## src/hw/rtl/chma_pkg.sv

```systemverilog
`default_nettype none
package chma_pkg;

	localparam int WINDOW_LEN   = 10;
	localparam int CORDIC_STEPS = 16;
	localparam int WIN_AW       = (WINDOW_LEN > 1) ? $clog2(WINDOW_LEN) : 1;
	localparam int CNT_W        = $clog2(WINDOW_LEN + 1);
	localparam int SUM_W        = 16 + $clog2(WINDOW_LEN + 1);
	// cordic datapath: 16 bit magnitude scaled by 256, gain below 1.65
	localparam int CW           = 28;
	localparam int ZW           = 24;

	localparam logic [15:0] FULL_CIRCLE   = 16'd46080;
	localparam logic [15:0] HALF_CIRCLE   = 16'd23040;
	localparam logic [15:0] QUARTER       = 16'd11520;
	localparam logic [15:0] THREE_QUARTER = 16'd34560;
	localparam logic [ZW-1:0] DEG90_FINE  = 24'd2949120;

	// reciprocal for the window divide: q = (v * RECIP) >> RECIP_SH, then one fixup
	localparam int RECIP_SH = 32;
	localparam logic [32:0] RECIP = 33'((64'd1 << RECIP_SH) / WINDOW_LEN);

	typedef enum logic [1:0] {
		QD_PP = 2'd0,
		QD_NP = 2'd1,
		QD_NN = 2'd2,
		QD_PN = 2'd3
	} quad_t;

	typedef struct packed {
		logic signed [15:0] mag_x;
		logic signed [15:0] mag_y;
	} in_t;

	typedef struct packed {
		logic [15:0] heading;
		logic [15:0] mean_heading;
		logic        mean_valid;
	} out_t;

	// side info carried along the cordic pipe
	typedef struct packed {
		logic        axis;
		logic [15:0] axis_heading;
		quad_t       quad;
	} side_t;

	// atan(2^-i) in 1/32768 degree
	function automatic logic [ZW-1:0] ang(input int i);
		case (i)
			0: ang = 24'd1474560;  1: ang = 24'd870484;  2: ang = 24'd459940;
			3: ang = 24'd233473;   4: ang = 24'd117189;  5: ang = 24'd58652;
			6: ang = 24'd29333;    7: ang = 24'd14667;   8: ang = 24'd7334;
			9: ang = 24'd3667;     10: ang = 24'd1833;   11: ang = 24'd917;
			12: ang = 24'd458;     13: ang = 24'd229;    14: ang = 24'd115;
			15: ang = 24'd57;      16: ang = 24'd29;     17: ang = 24'd14;
			18: ang = 24'd7;       19: ang = 24'd4;      20: ang = 24'd2;
			21: ang = 24'd1;
			default: ang = '0;
		endcase
	endfunction

endpackage
`default_nettype wire

```

## src/hw/rtl/compass_heading_moving_average.sv

```systemverilog
// compass heading with sliding window mean
// in channel: in_valid/in_ready carry one request {mag_x, mag_y}, signed 16 bit
// out channel: out_valid/out_ready carry {heading, mean_heading, mean_valid}
// heading in 1/128 degree, 0..46079; mean_valid stays 0 until the window has
// held WINDOW_LEN headings, then mean_heading is the rounded window mean
// throughput: one request per cycle unless the output stalls, set by the fully
// pipelined cordic (one stage per step) and the read-modify-write of the window
// ram; a request passes the cordic setup, step and mapping registers and window
// stages 1 to 4 to out_valid; the whole pipe advances only when the output
// register is free or taken; a stalled receiver holds the pipe and drops
// in_ready, nothing is lost; reset clears the fill count, running sum and all
// valid flags; the ram is not cleared, as an entry is used only once written
`default_nettype none
module compass_heading_moving_average (
	input  wire logic           clk,
	input  wire logic           arst_n,
	input  wire logic           in_valid,
	output logic                in_ready,
	input  wire chma_pkg::in_t  in_data,
	output logic                out_valid,
	input  wire logic           out_ready,
	output chma_pkg::out_t      out_data
);
	import chma_pkg::*;

	logic en;
	logic h_vld;
	logic [15:0] h;

	// advance whenever the output slot is empty or being taken
	assign en       = !out_valid || out_ready;
	assign in_ready = en;

	chma_cordic u_cordic (
		.clk         (clk),
		.arst_n      (arst_n),
		.en          (en),
		.in_vld      (in_valid && in_ready),
		.in_d        (in_data),
		.out_vld     (h_vld),
		.out_heading (h)
	);

	chma_window u_window (
		.clk        (clk),
		.arst_n     (arst_n),
		.en         (en),
		.in_vld     (h_vld),
		.in_heading (h),
		.out_vld    (out_valid),
		.out_d      (out_data)
	);

endmodule
`default_nettype wire

```

## src/hw/rtl/chma_ram.sv

```systemverilog
`default_nettype none
module chma_ram #(
	parameter int WIDTH = 16,
	parameter int DEPTH = 16
) (
	input  wire logic                     clk,
	input  wire logic                     we,
	input  wire logic [$clog2(DEPTH)-1:0] waddr,
	input  wire logic [WIDTH-1:0]         wdata,
	input  wire logic                     re,
	input  wire logic [$clog2(DEPTH)-1:0] raddr,
	output logic      [WIDTH-1:0]         rdata
);

	logic [WIDTH-1:0] mem [DEPTH];

	always_ff @(posedge clk) begin
		if (we) mem[waddr] <= wdata;
		if (re) rdata <= mem[raddr];
	end

endmodule
`default_nettype wire

```

## src/hw/rtl/chma_cordic.sv

```systemverilog
`default_nettype none
// pipelined heading front end: one stage for setup, one per cordic step, one for mapping
module chma_cordic (
	input  wire logic          clk,
	input  wire logic          arst_n,
	input  wire logic          en,
	input  wire logic          in_vld,
	input  wire chma_pkg::in_t in_d,
	output logic               out_vld,
	output logic        [15:0] out_heading
);
	import chma_pkg::*;

	localparam int N = CORDIC_STEPS;

	logic                 vld_q  [N+2];
	logic signed [CW-1:0] x_q    [N+1];
	logic signed [CW-1:0] y_q    [N+1];
	logic signed [ZW:0]   z_q    [N+1];
	side_t                side_q [N+1];
	logic [15:0]          head_q;

	// setup stage: magnitudes, quadrant, axis cases
	side_t             side_in;
	logic signed [16:0] ax, ay;
	always_comb begin
		ax = in_d.mag_x[15] ? -17'(in_d.mag_x) : 17'(in_d.mag_x);
		ay = in_d.mag_y[15] ? -17'(in_d.mag_y) : 17'(in_d.mag_y);
		side_in.axis = (in_d.mag_x == 0) || (in_d.mag_y == 0);
		if (in_d.mag_x == 0 && in_d.mag_y == 0) side_in.axis_heading = '0;
		else if (in_d.mag_x == 0)
			side_in.axis_heading = in_d.mag_y[15] ? THREE_QUARTER : QUARTER;
		else side_in.axis_heading = in_d.mag_x[15] ? HALF_CIRCLE : '0;
		case ({in_d.mag_x[15], in_d.mag_y[15]})
			2'b00:   side_in.quad = QD_PP;
			2'b10:   side_in.quad = QD_NP;
			2'b11:   side_in.quad = QD_NN;
			default: side_in.quad = QD_PN;
		endcase
	end

	always_ff @(posedge clk or negedge arst_n) begin
		if (!arst_n) begin
			for (int i = 0; i < N + 2; i++) vld_q[i] <= 1'b0;
		end else if (en) begin
			vld_q[0] <= in_vld;
			for (int i = 1; i < N + 2; i++) vld_q[i] <= vld_q[i-1];
		end
	end

	always_ff @(posedge clk) begin
		if (en) begin
			x_q[0]    <= CW'(ax) <<< 8;
			y_q[0]    <= CW'(ay) <<< 8;
			z_q[0]    <= '0;
			side_q[0] <= side_in;
		end
	end

	// cordic steps, arithmetic shift is floor shift
	for (genvar i = 0; i < N; i++) begin : g_step
		always_ff @(posedge clk) begin
			if (en) begin
				side_q[i+1] <= side_q[i];
				if (!y_q[i][CW-1]) begin
					x_q[i+1] <= x_q[i] + (y_q[i] >>> i);
					y_q[i+1] <= y_q[i] - (x_q[i] >>> i);
					z_q[i+1] <= z_q[i] + $signed({1'b0, ang(i)});
				end else begin
					x_q[i+1] <= x_q[i] - (y_q[i] >>> i);
					y_q[i+1] <= y_q[i] + (x_q[i] >>> i);
					z_q[i+1] <= z_q[i] - $signed({1'b0, ang(i)});
				end
			end
		end
	end

	// clamp, round to 1/128 degree, map quadrant
	logic [ZW-1:0] zc;
	logic [15:0]   a, h;
	logic [16:0]   hs;
	always_comb begin
		if (z_q[N][ZW]) zc = '0;
		else if (z_q[N][ZW-1:0] > DEG90_FINE) zc = DEG90_FINE;
		else zc = z_q[N][ZW-1:0];
		a = 16'((zc + ZW'(128)) >> 8);
		case (side_q[N].quad)
			QD_PP:   hs = 17'(a);
			QD_NP:   hs = 17'(HALF_CIRCLE) - 17'(a);
			QD_NN:   hs = 17'(HALF_CIRCLE) + 17'(a);
			default: hs = 17'(FULL_CIRCLE) - 17'(a);
		endcase
		if (hs >= 17'(FULL_CIRCLE)) hs = hs - 17'(FULL_CIRCLE);
		h = side_q[N].axis ? side_q[N].axis_heading : hs[15:0];
	end

	always_ff @(posedge clk) begin
		if (en) head_q <= h;
	end

	assign out_vld     = vld_q[N+1];
	assign out_heading = head_q;

endmodule
`default_nettype wire

```

## src/hw/rtl/chma_window.sv

```systemverilog
`default_nettype none
// sliding window: circular store in ram, running sum, reciprocal mean
module chma_window (
	input  wire logic        clk,
	input  wire logic        arst_n,
	input  wire logic        en,
	input  wire logic        in_vld,
	input  wire logic [15:0] in_heading,
	output logic             out_vld,
	output chma_pkg::out_t   out_d
);
	import chma_pkg::*;

	logic [CNT_W-1:0]  fill_q;
	logic [WIN_AW-1:0] ptr_q;
	logic [SUM_W-1:0]  sum_q;
	logic              full;
	logic [15:0]       old_data;

	assign full = (fill_q == CNT_W'(WINDOW_LEN));

	// stage 1: read oldest entry at pointer; written entry is read WINDOW_LEN samples later
	logic              v_s1, full_s1;
	logic [15:0]       h_s1;
	logic [WIN_AW-1:0] ptr_s1;

	chma_ram #(.WIDTH(16), .DEPTH(WINDOW_LEN)) u_ram (
		.clk   (clk),
		.we    (en && v_s1),
		.waddr (ptr_s1),
		.wdata (h_s1),
		.re    (en && in_vld),
		.raddr (ptr_q),
		.rdata (old_data)
	);

	// forward when the read hits the entry being written this cycle
	logic fwd_s1_q;
	logic [15:0] h_fwd_q;
	logic [15:0] old_eff;
	assign old_eff = fwd_s1_q ? h_fwd_q : old_data;

	always_ff @(posedge clk or negedge arst_n) begin
		if (!arst_n) begin
			fill_q   <= '0;
			ptr_q    <= '0;
			v_s1     <= 1'b0;
			fwd_s1_q <= 1'b0;
		end else if (en) begin
			v_s1 <= in_vld;
			fwd_s1_q <= in_vld && v_s1 && (ptr_s1 == ptr_q);
			if (in_vld) begin
				if (!full) fill_q <= fill_q + 1'b1;
				ptr_q <= (ptr_q == WIN_AW'(WINDOW_LEN - 1)) ? '0 : ptr_q + 1'b1;
			end
		end
	end

	always_ff @(posedge clk) begin
		if (en) begin
			h_s1    <= in_heading;
			full_s1 <= full;
			ptr_s1  <= ptr_q;
			h_fwd_q <= h_s1;
		end
	end

	// stage 2: update running sum
	logic [SUM_W-1:0] sum_new;
	assign sum_new = sum_q + SUM_W'(h_s1) - (full_s1 ? SUM_W'(old_eff) : '0);

	logic             v_s2, full_s2;
	logic [15:0]      h_s2;
	logic [SUM_W-1:0] num_s2;

	always_ff @(posedge clk or negedge arst_n) begin
		if (!arst_n) begin
			sum_q <= '0;
			v_s2  <= 1'b0;
		end else if (en) begin
			v_s2 <= v_s1;
			if (v_s1) sum_q <= sum_new;
		end
	end

	always_ff @(posedge clk) begin
		if (en) begin
			h_s2    <= h_s1;
			full_s2 <= full_s1;
			num_s2  <= sum_new + SUM_W'(WINDOW_LEN / 2);
		end
	end

	// stage 3: multiply by reciprocal
	logic             v_s3, full_s3;
	logic [15:0]      h_s3;
	logic [SUM_W-1:0] num_s3;
	logic [SUM_W+32:0] prod_s3;

	always_ff @(posedge clk or negedge arst_n) begin
		if (!arst_n) v_s3 <= 1'b0;
		else if (en) v_s3 <= v_s2;
	end

	always_ff @(posedge clk) begin
		if (en) begin
			h_s3    <= h_s2;
			full_s3 <= full_s2;
			num_s3  <= num_s2;
			prod_s3 <= (SUM_W+33)'(num_s2) * (SUM_W+33)'(RECIP);
		end
	end

	// stage 4: correct the quotient estimate by one
	logic [SUM_W-1:0] q_est, rem;
	logic [15:0]      mean;
	always_comb begin
		q_est = prod_s3[RECIP_SH +: SUM_W];
		rem   = num_s3 - SUM_W'(q_est * SUM_W'(WINDOW_LEN));
		mean  = (rem >= SUM_W'(WINDOW_LEN)) ? 16'(q_est + 1'b1) : 16'(q_est);
	end

	logic v_s4;
	always_ff @(posedge clk or negedge arst_n) begin
		if (!arst_n) v_s4 <= 1'b0;
		else if (en) v_s4 <= v_s3;
	end

	always_ff @(posedge clk) begin
		if (en) begin
			out_d.heading      <= h_s3;
			out_d.mean_heading <= full_s3 ? mean : '0;
			out_d.mean_valid   <= full_s3;
		end
	end

	assign out_vld = v_s4;

endmodule
`default_nettype wire

```

## config.mk

```make
export PLATFORM = sky130hd
export DESIGN_NAME = compass_heading_moving_average
export DESIGN_NICKNAME = d
export VERILOG_FILES = /design/src/hw/rtl/chma_pkg.sv /design/src/hw/rtl/compass_heading_moving_average.sv /design/src/hw/rtl/chma_ram.sv /design/src/hw/rtl/chma_cordic.sv /design/src/hw/rtl/chma_window.sv
export SDC_FILE = /design/constraint.sdc
export NUM_CORES = 2
export LEC_CHECK = 0
export ABC_CLOCK_PERIOD_IN_PS = 9160
export BUFFER_PORTS_ARGS = -buffer_cell sky130_fd_sc_hd__buf_2
export CORE_ASPECT_RATIO = 0.5
export CORE_MARGIN = 2
export CORE_UTILIZATION = 60
export DETAILED_ROUTE_END_ITERATION = 12
export GPL_TIMING_DRIVEN = 0
export PLACE_DENSITY = 0.76
export SKIP_LAST_GASP = 1
export SLEW_MARGIN = 20
export SYNTH_ARGS = -nofsm -noshare
export SYNTH_HDL_FRONTEND = slang
export SYNTH_HIERARCHICAL = 1
export SYNTH_SLANG_ARGS = --single-unit
```

## constraint.sdc

```tcl
create_clock -name clk -period 9.16 [get_ports clk]
set_input_delay 1.374 -clock clk [delete_from_list [all_inputs] [get_ports clk]]
set_output_delay 1.374 -clock clk [all_outputs]
set_load 0.005 [all_outputs]
```

## After elaboration in Yosys (flattened, before gate mapping)

Memories as Yosys holds them, arrays and structs flattened. A register that Yosys moved wholly into a read port is not among the register bits.
Index checks and enable logic that the tools add are counted.

| operators by class | value |
|---|---|
| divide/modulo/power cells | 0 |
| reduce and logical (&&, ||, !) cells | 16 |
| eq/ne operators | 7 |
| add/subtract/negate cells | 109 |
| multiply operators | 2 |
| magnitude comparators | 3 |
| bitwise gates (word level) | 49 |
| shifts and indexed selects | 0 |
| mux-type cells | 164 |

Operator list:

| kind | number |
|---|---|
| two-way mux 28 bit | 32 |
| two-way mux 25 bit | 16 |
| two-way mux 16 bit | 8 |
| two-way mux 1 bit | 100 |
| logical NOT 32 bit | 2 |
| adder 28 x 13 -> 28 bit | 2 |
| adder 28 x 14 -> 28 bit | 2 |
| adder 28 x 15 -> 28 bit | 2 |
| adder 28 x 16 -> 28 bit | 2 |
| adder 28 x 17 -> 28 bit | 2 |
| adder 28 x 18 -> 28 bit | 2 |
| adder 28 x 19 -> 28 bit | 2 |
| adder 28 x 20 -> 28 bit | 2 |
| adder 28 x 21 -> 28 bit | 2 |
| adder 28 x 22 -> 28 bit | 2 |
| adder 28 x 23 -> 28 bit | 2 |
| adder 28 x 24 -> 28 bit | 2 |
| adder 28 x 25 -> 28 bit | 2 |
| adder 28 x 26 -> 28 bit | 2 |
| adder 28 x 27 -> 28 bit | 2 |
| subtractor 28 x 13 -> 28 bit | 2 |
| subtractor 28 x 14 -> 28 bit | 2 |
| subtractor 28 x 15 -> 28 bit | 2 |
| subtractor 28 x 16 -> 28 bit | 2 |
| 79 further kinds | 154 |

| word-level totals | value |
|---|---|
| bits of input ports | 36 |
| bits in writable memories | 1860 |
| ROM bits | 0 |
| bits in registers | 244 |
| memories | 5 |
| output and inout bits | 35 |
| logic and storage cells | 395 |
| bits in latches | 0 |

Memories:

| memory | depth | bits a word | read ports | clocked after Yosys merged registers in | write ports | line | RTL |
|---|---|---|---|---|---|---|---|
| u_cordic.x_q | 17 | 28 | 16 | 0 | 17 | chma_cordic.sv:17 | `logic signed [CW-1:0] x_q [N+1];` |
| u_cordic.y_q | 17 | 28 | 16 | 0 | 17 | chma_cordic.sv:18 | `logic signed [CW-1:0] y_q [N+1];` |
| u_cordic.z_q | 17 | 25 | 17 | 0 | 17 | chma_cordic.sv:19 | `logic signed [ZW:0] z_q [N+1];` |
| u_cordic.side_q | 17 | 19 | 17 | 0 | 17 | chma_cordic.sv:20 | `side_t side_q [N+1];` |
| u_window.u_ram.mem | 10 | 16 | 1 | 1 | 1 | chma_ram.sv:15 | `logic [WIDTH-1:0] mem [DEPTH];` |

## Depth between registers and ports, before layout

An unclocked memory read counts as a cell.

| logic depth | value |
|---|---|
| word-level depth | 10 |
| gate-level depth with buffers | 28 |
| gate-level depth less buffers | 25 |

## By module

The synthesis kept the hierarchy.

Modules (own cells, without submodules):

| module | sequential area each (um^2) | area an instance (um^2) | cells an instance | instances |
|---|---|---|---|---|
| chma_cordic | 38647.1 | 99385.3 | 10021 | 1 |
| chma_window | 5149.9 | 15728.8 | 1441 | 1 |
| chma_ram | 5285.1 | 6872.8 | 358 | 1 |
| compass_heading_moving_average | 0.0 | 22.5 | 2 | 1 |

## Worst setup path after synthesis

Ideal clock, no wire load.

| timing path | value |
|---|---|
| kind | input-to-reg |
| start point | in out_ready |
| end point | mem u_cordic.y_q[3][26], data pin |
| data required time | 8898 ps |
| library setup time | 262 ps |
| cell stages on the path | 21 |
| arrival | 8486 ps |
| buffers on the path | 4 |
| setup slack | 412 ps |
| cells stage by stage | nand2b_4 -> clkbuf_1 -> clkbuf_1 -> clkbuf_1 -> nand2_1 -> clkinv_1 -> clkbuf_1 -> nor2_1 -> xor2_1 -> ha_1 -> a21o_1 -> a21oi_1 -> nor2b_1 -> o21a_1 -> o41ai_1 -> o211ai_1 -> o41a_1 -> a41o_1 -> o41ai_1 -> mux2i_1 -> nand3_1 |

RTL lines:

| what | line | RTL |
|---|---|---|
| start: declaration | compass_heading_moving_average.sv:21 | `input wire logic out_ready,` |
| end: declaration | chma_cordic.sv:18 |  |

==> run metrics <==
Post-Route Skew=~0.092 ns; GP Congestion=roughly 0.97; number of H-tree levels=4; core area=approximately 200,000 µm²; Clock Latency Late Sink=about 0.86 ns; antenna viol nets, final=0; RSZ-0062 raised after global routing=no; GR Layer Usage met1=32.43%; DR pass1 iterations=7; ys async rst share=approximately 3.1%; Slew Limit Fails=0; Num CTS Buffers=164; detailed-route via count=about 89,000; Max-slew headroom=between 20% and 30%; crit end category=register; GRT busiest layer=met2; register area share after synthesis=roughly two fifths; routed vias/inst=about 6; Fin. Hold Viols=0; # rows=roughly 120; Max-cap violations=0; commonest cells after routing, fill and taps aside=edfxtp_1, ha_1, xnor2_1, a21oi_1, nor2_1; syn_nets=between 10,000 and 15,000; post-layout util=65.65%; Top FF cell, synth=edfxtp_1; post-cts sizing count=0; synthesized instance count=roughly 12,000; flop and latch count out of synthesis=roughly 1,600; Post-DP Area=between 100,000 and 150,000 µm²; PortBufs=roughly 70; antenna violations before repair=5; WHS=slightly below 0.4 ns; drt drc=0; layout cell share with drive strength beyond 1=under 10%; largest net degree at the start of global routing=62; DP HPWL=215,300 µm; Routed wire per std cell=between 15 and 20 µm; Clock Path Buffers=4; hold crit path type=reg2reg; Synth area leaders=edfxtp_1, ha_1, xnor2_1; Area growth syn-to-layout=8.163%; grt met3 use=2.971%; Top Ports=71; Sink Count=about 1,600; peak fanout along the critical path=51; chip height=about 320 µm; global-route wire length before repair=between 400,000 and 500,000 µm; root buffer cell=clkbuf_16; GRT Util Overall=a little over a quarter; status=finished clean; final std cell area, no fill=between 100,000 and 150,000 µm²; Die W=~640 µm; Post-CTS Hold Buffers=0; crit path DAT=9.24 ns; syn avg cell area=10.32 µm²; ANT cells=0; GRT overflow=0; measured slew at the worst slew-check pin=~1.1 ns; 1st-iter DRT viols=between 5,000 and 6,000; die area=207,200 µm²; Reg clk slew, reported paths=0.06 ns; Yosys warning total=6; Post-layout nets=between 10,000 and 15,000; Synth area leader=edfxtp_1; WP data required=slightly below 10 ns; TNS Setup=0 ns; CTS tree=built; critical path launch point type=input port; GR Layer Usage met2=a little under half; final-layout fill cell count=15,570; final period utilization=~95%; FMAX=roughly 120 MHz; postcts setup bufs=0; commonest non-fill, non-tap cell in the layout=edfxtp_1; final setup fails=0; Routed WL=around 280,000 µm; vias in the first global route=around 86,000; Post-synth EDFFs=approximately 1,600; Synth top area share=around two fifths; Initial Utilization=between 60% and 70%; CP Class=in2reg; min Tclk post-route=roughly 8.7 ns; synthesized area=~120,000 µm²; Synth cell types=between 100 and 150
==> flip-flops by register name, indices dropped and copies added, names as in the netlist, 4 cells and up <==
signal,flops
u_window/out_d,33
u_cordic/y_q,386
u_cordic/vld_q,17
u_window/h_s2,16
u_window/sum_q,20
u_cordic/side_q,153
u_window/ptr_s1,4
u_window/h_s1,16
u_window/num_s2,20
u_window/fill_q,4
u_cordic/x_q,371
u_cordic/z_q,346
u_window/u_ram/mem,160
u_window/u_ram/rdata,16
u_cordic/out_heading,16
u_window/h_s3,16
u_window/num_s3,19
u_window/prod_s3,17
u_window/ptr_q,4
==> logic make-up (layout without fill, tap and decap cells) <==
| family | Yosys count | in the layout | share of synthesized area (%) |
|---|---|---|---|
| xor gates and xnor gates | 1465 | 1465 | 10.52 |
| adders and majority gates | 1494 | 1494 | 16.34 |
| other | 1 | 1 | 0.003074 |
| muxes | 193 | 193 | 1.684 |
| AOI/OAI and AO/OA | 2950 | 2950 | 15.72 |
| and+or+nand+nor | 3208 | 3208 | 12.76 |
| buffers and inverters | 868 | 1246 | 2.750 |
| DFF | 1643 | 1643 | 40.23 |
==> final cells by class <==
type | instances | area, µm² | area share (%)
Inverter | 665 | 2496 | 1.891
Multi-Input combinational cell | 9311 | 69600 | 52.74
Sequential cell | 1643 | 49080 | 37.19
Timing Repair Buffer | 103 | 1013 | 0.7680
Tap cell | 2714 | 3396 | 2.573
Clock buffer | 189 | 4333 | 3.283
Buffer | 203 | 940.9 | 0.7130
Clock inverter | 86 | 1104 | 0.8362
==> final timing paths <==
path | slack (ns) | to | start | depth (start not counted)
setup / recovery | 0.48 | u_cordic/y_q[3][26] | out_ready | 24
hold / removal | 0.40 | u_cordic/side_q[0][209] | u_cordic/side_q[0][190] | 0
setup reg to reg | 0.69 | u_cordic/y_q[3][26] | u_window/out_vld | 23
hold reg to reg | 0.40 | u_cordic/side_q[0][209] | u_cordic/side_q[0][190] | 0
max in group asynchronous | 8.01 | u_cordic/vld_q[1] | arst_n | 1
min in group asynchronous | 0.57 | u_window/sum_q[13] | arst_n | 1
==> stage by stage <==
step,worst slack [ns],cells
after floorplan,0.4117,11820
after global placement,-5.047,14610
after detailed placement,-0.6122,14640
after CTS,0.2107,14910
after global routing,0.1934,14910
final,0.4848,14910
==> layer usage <==
metal  vias to the layer above  wire length, µm
met5                         -                9
met4                         2            11940
met3                       660            11760
met2                      2299           134700
met1                     41980           118100
li1                      44150                -
==> synthesized netlist by cell type, types with 232 or more instances <==
| library cell | number |
|---|---|
| o21a_1 | 232 |
| nor3_1 | 377 |
| nor2_1 | 903 |
| inv_1 | 650 |
| ha_1 | 1329 |
| o21ai_0 | 548 |
| a21o_1 | 240 |
| edfxtp_1 | 1592 |
| a21oi_1 | 913 |
| xor2_1 | 482 |
| nand2_1 | 727 |
| xnor2_1 | 982 |
==> worst max-delay path, cell delays in order <==
cell and delay (ns):
buf_2 0.08, nand2b_4 0.36, buf_16 0.29, buf_16 0.28, clkbuf_2 0.35, clkbuf_2 0.60, clkbuf_2 0.62, nand2_1 0.61
clkinv_1 0.40, clkbuf_2 0.55, nor2_1 0.11, xor2_1 0.18, ha_1 0.22, a21o_1 0.16, a21oi_1 0.22, nor2b_1 0.07
o21a_1 0.19, o41ai_1 0.56, o211ai_1 0.28, o41a_1 0.39, a41o_1 0.28, o41ai_1 0.56, mux2i_1 0.27, nand3_1 0.08
Power is left out: the tool's default activity adds up to more than one toggle a clock period on the data nets, which glitch-free logic cannot reach.
